## src/rtl/core/bsa_pkg.sv

```systemverilog
`timescale 1ns / 1ps
// ----------------------------------------------------------------------------
// bsa_pkg: shared types and constants of the bitmap slot allocator
// Operation and status codes, sequencer states, field widths and the
// result record of the free-bit scan unit.
// ----------------------------------------------------------------------------
package bsa_pkg;

	// field widths
	localparam int OP_W       = 3;
	localparam int HANDLE_W   = 64;
	localparam int SLOT_IN_W  = 16;
	localparam int SLOT_OUT_W = 10;
	localparam int CODE_W     = 8;
	localparam int STATUS_W   = 2;

	// bitmap word geometry
	localparam int WORD_BITS  = 64;
	localparam int WORD_SHIFT = 6;

	// default table size and register reset value
	localparam int                SLOTS_DEF      = 1024;
	localparam logic [CODE_W-1:0] INVALID_CODE_RST = 8'd1;

	// request operation codes
	typedef enum logic [OP_W-1:0] {
		OP_ALLOC    = 3'd0,
		OP_FREE     = 3'd1,
		OP_LOOKUP   = 3'd2,
		OP_SET_CODE = 3'd3,
		OP_GET_CODE = 3'd4
	} op_t;

	// result status codes
	typedef enum logic [STATUS_W-1:0] {
		STAT_OK    = 2'd0,
		STAT_FULL  = 2'd1,
		STAT_RANGE = 2'd2
	} status_t;

	// sequencer states
	typedef enum logic [2:0] {
		S_CLEAR,
		S_IDLE,
		S_SCAN,
		S_ACCESS,
		S_RESP
	} state_t;

	// scan unit result
	typedef struct packed {
		logic                  found;
		logic [WORD_SHIFT-1:0] bit_idx;
	} scan_res_t;

endpackage

```

## src/rtl/core/bsa_scan_unit.sv

```systemverilog
`timescale 1ns / 1ps
// ----------------------------------------------------------------------------
// bsa_scan_unit: lowest free bit finder
// Takes one 64-bit used word and a mask of bits that name real slots, and
// returns whether a free slot exists and the position of the lowest one.
// ----------------------------------------------------------------------------
module bsa_scan_unit (
	input  logic [bsa_pkg::WORD_BITS-1:0] used_word,
	input  logic [bsa_pkg::WORD_BITS-1:0] slot_mask,
	output bsa_pkg::scan_res_t            res
);

	logic [bsa_pkg::WORD_BITS-1:0] open_slots;

	// free slots that exist in the table
	assign open_slots = ~used_word & slot_mask;

	// priority pick of the lowest free bit
	always_comb begin
		res.found   = |open_slots;
		res.bit_idx = '0;
		for (int i = bsa_pkg::WORD_BITS - 1; i >= 0; i--) begin
			if (open_slots[i]) begin
				res.bit_idx = bsa_pkg::WORD_SHIFT'(i);
			end
		end
	end

endmodule

```

## config.mk

```make
export PLATFORM = sky130hd
export DESIGN_NAME = bsa_scan_unit
export DESIGN_NICKNAME = d
export VERILOG_FILES = /design/src/rtl/core/bsa_pkg.sv /design/src/rtl/core/bsa_scan_unit.sv
export SDC_FILE = /design/constraint.sdc
export NUM_CORES = 1
export LEC_CHECK = 0
export BUFFER_PORTS_ARGS = -buffer_cell sky130_fd_sc_hd__buf_4
export CAP_MARGIN = 20
export CELL_PAD_IN_SITES_DETAIL_PLACEMENT = 0
export CELL_PAD_IN_SITES_GLOBAL_PLACEMENT = 2
export CORE_MARGIN = 4
export CORE_UTILIZATION = 17
export DETAILED_ROUTE_END_ITERATION = 7
export PLACE_DENSITY_LB_ADDON = 0.1
export SLEW_MARGIN = 15
export SYNTH_ARGS = -nofsm -noshare
export SYNTH_HDL_FRONTEND = slang
export SYNTH_SLANG_ARGS = --single-unit
```

## constraint.sdc

```tcl
create_clock -name vclk -period 3.1
set_input_delay 0.62 -clock vclk [all_inputs]
set_output_delay 0.62 -clock vclk [all_outputs]
set_load 0.02 [all_outputs]
```

; ---- Yosys cells after proc, flatten, opt, wreduce, memory -nomap -nowiden
; Index checks and enable logic that the tools add are counted.
[word_totals]
reg_bits = 0
in_bits = 128
output_inout_bits = 7
wordCells = 67
[classes]
bitwise_logic = 2
muxes = 64
reduce_logical = 1
[ops]
columns = operator, count
row1 = 2-to-1 mux 6 bit, 64
row2 = bitwise AND 64 bit, 1
row3 = inverter 64 bit, 1
row4 = OR reduction 64 bit, 1

; ---- Logic depth before layout (Yosys ltp)
[logic_depth]
depth_word = 66
depth_mapped = 6
mapped_depth_nobuf = 6

; ---- Least setup slack after synthesis
; Ideal clock, no wire load.
[synth_path]
kind = input to output
from = input slot_mask[10] (netlist name)
to = output res[5] (netlist name)
required_ps = 2480
n_path_buf = 0
path_stages = 6
slack_ps = 567
arrival_ps = 1913
path_cell_list = nor2b_1 > nand2b_1 > or2_2 > nand2b_1 > nor3_1 > nor2b_1
[synth_rtl]
columns = item, line_no
row1 = start: declaration, bsa_scan_unit.sv:9  ; input logic [bsa_pkg::WORD_BITS-1:0] slot_mask,
row2 = end: declaration, bsa_scan_unit.sv:10  ; output bsa_pkg::scan_res_t res

==> impl_results.md <==
* Most frequent cells in the layout: buf_4, nand2b_1, nand2_1, nor2b_1, nor2_1
* Initial DRC Count at 65
* Max-slew violation count at 0
* Sequential-to-total area share from yosys stat at 0
* Sw frac at 0.4306
* Clock power frac at 0
* Final period util at 0.8928
* Run status: completed
* Die area at 0.009150 mm²
* Net Sw Power at 0.0001391 W
* HPWL after DPL at 5351 µm
* Cells after Synth at 220
* Critical Path Sink: res[0]
* Pin count of the biggest net entering global routing at 5
* Setup Viol. Count Final at 0
* Row cnt at 31
* Cts hold-fix bufs at 0
* Critical Path Sink Type: output port
* Leak Pwr at 1.191 nW
* Total number of vias at 1963
* IO Port Bufs at 135
* Slew @ Worst Pin at 0.4786 ns
* Vias in the first global route at 1918
* Final nets at 487
* Setup repair after global routing missed its margin: false
* CLK BUF at 0
* # IOs at 135
* Register area at 0 µm²
* First-pass GRT wire length at 8493 µm
* Ys Warns at 0
* Post-synthesis average cell area at 5.938 µm²
* Share of the synthesized area in the top cell type at 0.2203
* DRC at 0
* Post-route insts no fill at 456
* MaxCap Viol Count at 0
* Setup_tns at 0 ns
* Worst min path class: primary input to output port
* Pwr dens at 131.4 mW/mm²
* Routed WL at 5710 µm
* Post-CTS sizing at 0
* Logic pwr share at 1.000
* Fin crit period at 2.768 ns
* Syn Nets at 348
* Antenna viol nets, final at 0
* Die Ht at 95.66 µm
* Starting Density at 0.1772
* Commonest non-fill, non-tap cell in the layout: buf_4
* Fin. Hold Viols at 0
* Fillcell total at 844
* Ant diodes at 0
* Core area at 0.007370 mm²
* Setup Fix Bufs, Post-CTS at 0
* Placed instance count at 456
* DIE WIDTH at 95.66 µm
* Crit-path max FO at 3
* Max Freq at 0.3613 GHz
* Int Power at 0.0001840 W
* DRT Pass-1 Iters at 4
* WL/cell at 12.52 µm
* FFs & Latches at 0
* Vias/cell at 4.305
* Worst setup SP type: primary input
* Area growth syn-to-layout at 88.22%
* Layout cell share with drive strength beyond 1 at 0.4090
* CP required at 2.48 ns
* Total GRT Usage at 0.1125
* Crit Path Category: primary input to output port
* Cell taking the most area after synthesis: nand2b_1
* Seq pwr share at 0
* Post-synth cell types at 43
* Area contributors post-synth: nand2b_1, nor2b_1, nand2_1
* GR Overflow Total at 0
* Slew Limit Headroom at 0.6766
* Synth Cell Area at 0.001306 mm²
* Peak supply drop at 42.64 µV
* WP data arrival at 2.15 ns
* Final GP Congestion at 0.7628
* Initial antenna violation count at 0
* Critical Path Start: slot_mask[39]
-- through the flow --
step           utilization  power (W)  hold WS, ns  instance area (µm²)  setup WS (ns)
2_1_floorplan            -  0.0001508        1.591                 1306         0.5669
3_3_place_gp        0.3336  0.0003257        1.819                 2459         0.2768
3_5_place_dp        0.3336  0.0003261        1.815                 2459         0.3094
4_1_cts             0.3336  0.0003279        1.821                 2459         0.2963
5_1_grt             0.3336  0.0003593        1.859                 2459         0.1279
6_report            0.3336  0.0003232        1.807                 2459         0.3325
-- worst max-delay path: stages --
cell and delay [ns]:
buf_4 0.10, or2b_2 0.17, o21ai_2 0.07, a2111oi_4 0.43, a21oi_2 0.11, a2111oi_2 0.39, nor2_1 0.09, buf_4 0.17
-- how the worst min path moves through the flow --
stage,startpoint,to,cells past startpoint
floorplan,used_word[14],res[1],3
global placement,slot_mask[32],res[6],6
detailed placement,slot_mask[27],res[0],6
CTS,slot_mask[27],res[0],6
global route,slot_mask[27],res[0],6
finish,slot_mask[27],res[0],6
-- cells by family (layout without fill, tap and decap cells) --
kind of cell / after synthesis / after routing / synth area share
compound gates: 59 / 59 / 0.3190
simple gates: 149 / 149 / 0.6466
buf+inv: 12 / 149 / 0.03448
-- power by group through the flow --
| stage | registers, W | clock network (W) | logic, W |
|---|---|---|---|
| finish | 0 | 0 | 0.000323 |
| global route | 0 | 0 | 0.000359 |
| CTS | 0 | 0 | 0.000328 |
| detailed placement | 0 | 0 | 0.000326 |
| global placement | 0 | 0 | 0.000326 |
| floorplan | 0 | 0 | 0.000151 |
-- cell type report --
type                       count  area [µm²]  area share
inverter                      12       45.04     0.01832
tap                           99       123.9     0.05038
multi-input combinational    208        1261      0.5130
timing repair buffer         137        1028      0.4183
-- cell usage after synthesis --
| cell type | n |
|---|---|
| a2111oi_2 | 1 |
| a2111oi_4 | 1 |
| a211o_1 | 1 |
| a211oi_1 | 2 |
| a21boi_0 | 3 |
| a21o_1 | 2 |
| a21oi_1 | 10 |
| a21oi_2 | 1 |
| a31oi_1 | 7 |
| a41o_1 | 1 |
| and2_1 | 2 |
| and4_1 | 3 |
| inv_1 | 12 |
| nand2_1 | 26 |
| nand2b_1 | 46 |
| nand3_1 | 8 |
| nand3b_1 | 1 |
| nand4_1 | 4 |
| nand4b_1 | 1 |
| nand4bb_1 | 1 |
| nor2_1 | 17 |
| nor2b_1 | 22 |
| nor2b_4 | 1 |
| nor3_1 | 8 |
| nor3_2 | 1 |
| nor3b_1 | 2 |
| nor4_1 | 1 |
| nor4b_1 | 1 |
| nor4bb_1 | 1 |
| o2111a_1 | 1 |
| o2111ai_1 | 2 |
| o211ai_1 | 4 |
| o211ai_2 | 1 |
| o21ai_0 | 13 |
| o21ai_1 | 2 |
| o21ai_2 | 1 |
| o221ai_1 | 1 |
| o22ai_1 | 2 |
| o31ai_1 | 2 |
| o41ai_1 | 1 |
| or2_2 | 1 |
| or2b_1 | 1 |
| or2b_2 | 1 |
-- layer usage --
metal / vias up / GRT usage / wire length (µm)
met4: 0 / 0.001185 / 0
met2: 74 / 0.1778 / 2414
met1: 824 / 0.1685 / 2762
met3: 0 / 0.01815 / 533
met5: - / 0 / 0
li1: 1065 / - / -
(Power assumes the default switching activity.)
